### src/rtl/core/vrrp_ram.sv
module vrrp_ram #(
  parameter int WIDTH = 8,
  parameter int DEPTH = 32
) (
  input  logic                     clk,
  input  logic                     we,
  input  logic [$clog2(DEPTH)-1:0] waddr,
  input  logic [WIDTH-1:0]         wdata,
  input  logic [$clog2(DEPTH)-1:0] raddr,
  output logic [WIDTH-1:0]         rdata
);

  logic [WIDTH-1:0] mem [DEPTH];

  always_ff @(posedge clk) begin
    if (we) begin
      mem[waddr] <= wdata;
    end
    rdata <= mem[raddr];
  end

endmodule

### config.mk
export PLATFORM = sky130hd
export DESIGN_NAME = vrrp_ram
export DESIGN_NICKNAME = d
export VERILOG_FILES = /design/src/rtl/core/vrrp_ram.sv
export SDC_FILE = /design/constraint.sdc
export NUM_CORES = 1
export LEC_CHECK = 0
export BUFFER_PORTS_ARGS = -buffer_cell sky130_fd_sc_hd__buf_2
export CAP_MARGIN = 40
export CORE_UTILIZATION = 60
export DETAILED_ROUTE_END_ITERATION = 8
export PLACE_DENSITY = 0.77
export REMOVE_ABC_BUFFERS = 1
export SYNTH_ARGS = -nofsm -noshare
export SYNTH_HDL_FRONTEND = slang
export SYNTH_SLANG_ARGS = --single-unit
### constraint.sdc
create_clock -name clk -period 3.1 [get_ports clk]
set_clock_uncertainty 0.05 [all_clocks]
set_input_delay 0.62 -clock clk [delete_from_list [all_inputs] [get_ports clk]]
set_output_delay 0.62 -clock clk [all_outputs]
set_load 0.005 [all_outputs]
==> run_results.csv, run 1 <==
group,metric,value,unit
clock_tree,clockBufferDepth,3,
placement,dpl.hpwl,12100,um
power_and_ir_drop,powerDensity,632,nW/um^2
drt,drt-initial-drc-count,546,
drt,dr_wl_met2,9620,um
sta,worst_pin_slew,854,ps
yosys,netlist_area,10100,sq um
power_and_ir_drop,p_sw_share,19.7,%
clock_tree,cts_root_buf,"clkbuf_16",
clock_tree,path_clk_slew,60,ps
cells_and_area,register_area,7850,sq um
cells_and_area,n_fill_cell,948,
min_path,min_to,"rdata[3]$_DFF_P_",
clock_tree,numCtsBuffers,25,
min_path,hold_depth,2,
clock_tree,cts_hold_buffers,0,
clock_tree,clk_latency,510,ps
cells_and_area,multi_input_area,2100,sq um
worst_setup_path,cp-start-kind,"primary input",
sta,fin_ws,1030,ps
global_routing,grt_pass1_vias,4611,
power_and_ir_drop,power.switching,1.41,mW
floorplan,die_h,131,um
sta,finalMaxSlewViolations,0,
floorplan,rows,46,
drt,top_layer_used,"met4",
power_and_ir_drop,pwr-share-clk,39.2,%
drt,drc_errors,0,
placement,dp_slack,515,ps
sta,fin_crit,2070,ps
power_and_ir_drop,fin_total_pwr,7.16,mW
yosys,ys_warn_count,0,
power_and_ir_drop,leakage,3.58,nW
worst_setup_path,critical_path_class,"in -> reg",
drt,routedWlPerCell,27.8,um
flow_run,max_cap_viol_count,0,
floorplan,initial_core_util,62.4,%
global_routing,grt_first_pass_wirelength,29300,um
yosys,yosysSeqAreaShare,78.1,%
placement,dp_cells,664,
floorplan,boundaryPins,28,
floorplan,core_area,16100,sq um
power_and_ir_drop,combPwrFrac,5.1,%
worst_setup_path,r2r_start,"mem[4][7]$_DFFE_PP_",
placement,port_buffers,27,
placement,place_congestion,0.768,
worst_setup_path,cp.arrival,2410,ps
sta,max-slew-margin-rel,42.9,%
min_path,hp-class,"in -> reg",
clock_tree,tritoncts,"built",
sta,max_freq,483,MHz
worst_setup_path,rrSetupSlack,1170,ps
worst_setup_path,crit_fanout,19,
sta,final_hold_viol_count,0,
worst_setup_path,worst_setup_path_end_kind,"register",
clock_tree,cts.sinks,264,
power_and_ir_drop,p_seq_share,55.7,%
worst_setup_path,crit_required,3440,ps
min_path,min_from,"raddr[3]",
clock_tree,post-cts-setup-buffer-count,0,
sta,tns,0,ps
drt,viasPerCell,6.42,
cells_and_area,fin_nets,495,
outcome,status,"completed",
drt,ant_nets,0,
sta,fin_hold_ws,532,ps
clock_tree,htree_levels,1,
sta,finalCritPeriodShare,66.7,%
cells_and_area,area_growth,12.7,%
drt,first_pass_iters,5,
sta,rsz0062_at_grt,"false",
yosys,synth.distinct_cells,15,
global_routing,antenna_found_initial,0,
yosys,syn_inst,417,
cells_and_area,diodes,0,
floorplan,dieArea,17300,sq um
worst_setup_path,r2r_cells,3,
power_and_ir_drop,p_int,5.76,mW
global_routing,grt.total_usage,23.9,%
clock_tree,cts_resized,0,
drt,drt-met1-wl,7990,um
drt,dr_wl_met3,1770,um
power_and_ir_drop,worst_ir_drop_vdd,517,uV
sta,setup-violations-final,0,
drt,drt-total-wl,19700,um
cells_and_area,drive_above_1_share,35.0,%
yosys,synth-seq-cells,264,
cells_and_area,fin_cells,707,
global_routing,grt_overflow,0,
floorplan,fp.dieW,131,um
global_routing,grt_max_degree,65,
yosys,syn_avg_cell_area,24.1,sq um
drt,vias,4542,
worst_setup_path,rr_endpoint,"rdata[7]$_DFF_P_",
[through the flow]
stage                     utilization [%]  area [sq um]
after floorplan                         -          9950
after global placement               65.6         10600
after detailed placement             65.7         10600
after CTS                            70.3         11300
after global routing                 70.3         11300
final                                70.3         11300
[cells in the mapped netlist (all sizes together)]
library cell	number	area share, %
edfxtp	256	76
mux4	80	18
nor2	33	1.2
buf	14	0.83
dfxtp	8	1.6
mux2	8	0.90
clkbuf	6	0.22
nand3b	5	0.37
or3b	3	0.26
nand3	2	0.10
nand2	1	0.037
or3	1	0.062
[state kept, by name, indices dropped and copies added (netlist names)]
name and count:
mem 256, rdata 8
[worst max path at each step]
stage / endpoint / slack, ps / from
2_1_floorplan: mem[0][0]$_DFFE_PP_ / 1110 / waddr[1]
3_3_place_gp: rdata[0]$_DFF_P_ / 530 / raddr[0]
3_5_place_dp: rdata[0]$_DFF_P_ / 510 / raddr[0]
4_1_cts: rdata[0]$_DFF_P_ / 1040 / raddr[0]
5_1_grt: rdata[0]$_DFF_P_ / 1020 / raddr[0]
6_report: rdata[0]$_DFF_P_ / 1030 / raddr[0]
[power groups by stage]
stage	clock [mW]	sequential, mW	combinational, mW
3_5_place_dp	0	4.07	0.370
6_report	2.80	3.99	0.369
3_3_place_gp	0	4.06	0.360
4_1_cts	2.85	3.99	0.374
5_1_grt	2.99	3.99	0.393
2_1_floorplan	0	4.06	0.165
[metal layers]
metal	track usage [%]	up-vias
li1	-	1891
met1	35.5	2413
met2	37.4	221
met3	4.51	17
met4	6.07	0
met5	0	-
[kinds of logic (layout without fill, tap and decap cells)]
kind of cell	Yosys count	in the layout	share of synthesized area [%]
buf+inv	20	94	1.06
flops	264	264	78.1
mux	88	88	18.8
simple gates	45	45	2.07
[layout make-up]
type | count | share of cell area (%)
clock buffers | 38 | 6.13
clock inverters | 5 | 0.453
multi-input cells | 133 | 18.5
flip-flops and latches | 264 | 69.3
well taps | 216 | 2.39
repair buffers | 51 | 3.25
[placed cells by master (no fill, tap or decap), types with 3 or more instances in the layout]
cell / count
buf_12: 4
buf_2: 26
buf_4: 21
clkbuf_1: 11
clkbuf_16: 25
dfxtp_1: 8
edfxtp_1: 256
mux2_2: 8
mux4_2: 80
nand3b_1: 5
nor2_1: 33
or3b_2: 3
[worst max-delay path, cell delays in order]
cell and delay [ps]:
buf_4 140, buf_12 200, mux4_2 580, mux4_2 560
mux2_2 300
(Power assumes the default switching activity.)
==> run 2, diff against run 1 <==
==> constraint.sdc (replaced) <==
create_clock -name clk -period 2 [get_ports clk]
set_clock_uncertainty 0.05 [all_clocks]
set_input_delay 0.4 -clock clk [delete_from_list [all_inputs] [get_ports clk]]
set_output_delay 0.4 -clock clk [all_outputs]
set_load 0.005 [all_outputs]
==> run 2 against run 1 <==
Effect of this change: non-clock buffer count rose by 23; setup slack got worse by 930 ps; design area rose by 1.9%; hold slack got worse by 230 ps; cell count rose by 3.5%; global-route usage rose by 0.53 points; register-to-register slack got worse by 1000 ps; first-iteration DRC count rose by 15%; die area did not move; routed wire length rose by 0.91%; largest cell class unchanged.
==> run_results.csv, run 2 (synthesized netlist as in run 1, its figures left out) <==
group,metric,value,unit
flow_run,max_cap_viol_count,0,
cells_and_area,largest_reg_flops,256,
floorplan,boundaryPins,28,
worst_setup_path,crit_required,2350,ps
sta,fin_crit,1900,ps
placement,place_congestion,0.750,
worst_setup_path,cp.arrival,2250,ps
floorplan,dieArea,17300,sq um
worst_setup_path,cp_slowest_cell,"mux4_2",
worst_setup_path,startpoint,"raddr[0]",
placement,port_buffers,27,
floorplan,fp.dieW,131,um
sta,final_hold_viol_count,0,
worst_setup_path,cp-start-kind,"primary input",
drt,vias,4623,
sta,setup-violations-final,0,
sta,max-slew-margin-rel,57.3,%
floorplan,rows,46,
sta,max_freq,526,MHz
floorplan,initial_core_util,62.4,%
drt,viasPerCell,6.32,
worst_setup_path,critical_path_class,"in -> reg",
cells_and_area,layout_common_cells,"edfxtp_1 (256), mux4_2 (80), buf_4 (40)",
global_routing,grt_first_pass_wirelength,30400,um
clock_tree,cts_resized,0,
drt,ant_nets,0,
floorplan,core_area,16100,sq um
clock_tree,path_clk_slew,60,ps
worst_setup_path,crit_chain,"buf_4 > buf_12 > buf_12 > mux4_2 > mux4_2 > mux2_2",
cells_and_area,fin_nets,518,
placement,dpl.hpwl,12400,um
power_and_ir_drop,p_seq_share,55.9,%
clock_tree,numCtsBuffers,25,
placement,dp_slack,-419,ps
power_and_ir_drop,worst_ir_drop_vdd,794,uV
power_and_ir_drop,powerDensity,958,nW/um^2
clock_tree,clockBufferDepth,3,
power_and_ir_drop,p_int,8.85,mW
min_path,hp-class,"in -> reg",
worst_setup_path,worst_setup_path_end_kind,"register",
worst_setup_path,cpLargestDelayFamily,"multiplexers",
global_routing,antenna_found_initial,1,
cells_and_area,post-route-util,71.6,%
drt,drt-initial-drc-count,628,
cells_and_area,final_common_cell,"edfxtp_1",
clock_tree,cts.sinks,264,
drt,routedWlPerCell,27.1,um
global_routing,grt.total_usage,24.5,%
sta,fin_ws,99.6,ps
clock_tree,clk_latency,510,ps
drt,drc_errors,0,
worst_setup_path,slowest_delay,520,ps
power_and_ir_drop,combPwrFrac,5.5,%
power_and_ir_drop,power.switching,2.21,mW
cells_and_area,diodes,0,
cells_and_area,largestRegisters,"mem (256), rdata (8)",
floorplan,die_h,131,um
outcome,status,"completed",
global_routing,grt_overflow,0,
sta,finalCritPeriodShare,95.0,%
worst_setup_path,r2r_start,"mem[13][4]$_DFFE_PP_",
clock_tree,cts_hold_buffers,0,
power_and_ir_drop,fin_total_pwr,11.1,mW
cells_and_area,area_growth,14.8,%
global_routing,grt_max_degree,33,
cells_and_area,drive_above_1_share,38.2,%
drt,drt-total-wl,19800,um
sta,rsz0062_at_grt,"false",
power_and_ir_drop,leakage,3.71,nW
clock_tree,post-cts-setup-buffer-count,0,
sta,tns,0,ps
sta,finalMaxSlewViolations,0,
worst_setup_path,crit_buf_inv,3,
cells_and_area,largest-register,"mem",
power_and_ir_drop,pwr-share-clk,38.6,%
clock_tree,cts_root_buf,"clkbuf_16",
power_and_ir_drop,p_sw_share,19.9,%
min_path,min_from,"raddr[3]",
sta,worst_pin_slew,641,ps
global_routing,grt_pass1_vias,4808,
clock_tree,htree_levels,1,
clock_tree,tritoncts,"built",
drt,first_pass_iters,5,
worst_setup_path,crit_fanout,15,
-- run 2: power by group through the flow --
stage          Sequential (mW)  Combinational (mW)  Clock (mW)
6_report                  6.18               0.605        4.27
5_1_grt                   6.19               0.643        4.54
4_1_cts                   6.18               0.610        4.34
3_5_place_dp              6.30               0.605           0
3_3_place_gp              6.30               0.587           0
2_1_floorplan             6.29               0.255           0
-- run 2: layer usage --
metal | wire length, um | vias up | global-route usage [%] | part of all wire, %
li1 | - | 1941 | - | -
met1 | 8270 | 2421 | 37.9 | 42
met2 | 9350 | 225 | 36.7 | 47
met3 | 1780 | 34 | 4.40 | 9.0
met4 | 429 | 2 | 6.52 | 2.2
met5 | 9 | - | 0 | 0.045
-- run 2: final timing paths --
| check | endpoint | slack (ps) | cells after the start |
|---|---|---|---|
| min | rdata[7]$_DFF_P_ | 300 | 2 |
| max | rdata[6]$_DFF_P_ | 100 | 6 |
| max reg2reg | rdata[4]$_DFF_P_ | 120 | 3 |
| min reg2reg | rdata[2]$_DFF_P_ | 860 | 3 |
-- run 2: through the flow --
step | cell area [sq um] | std cells | hold WS, ps
after floorplan | 9950 | 397 | 449
after global placement | 10800 | 687 | 764
after detailed placement | 10800 | 687 | 766
after CTS | 11500 | 732 | 283
after global routing | 11500 | 732 | 289
final | 11500 | 732 | 302
-- run 2: cell type report --
| class | count | area, sq um |
|---|---|---|
| timing repair buffer | 74 | 591 |
| sequential | 264 | 7850 |
| clock buffer | 38 | 704 |
| fill | 952 | 4570 |
| clock inverter | 7 | 33.8 |
| tap | 216 | 270 |
| multi-input combinational | 133 | 2100 |
-- run 2: worst register-to-register path, stage by stage (launching register included) --
cell      delay (ps)
edfxtp_1         370
mux4_2           520
mux4_2           530
mux2_2           300
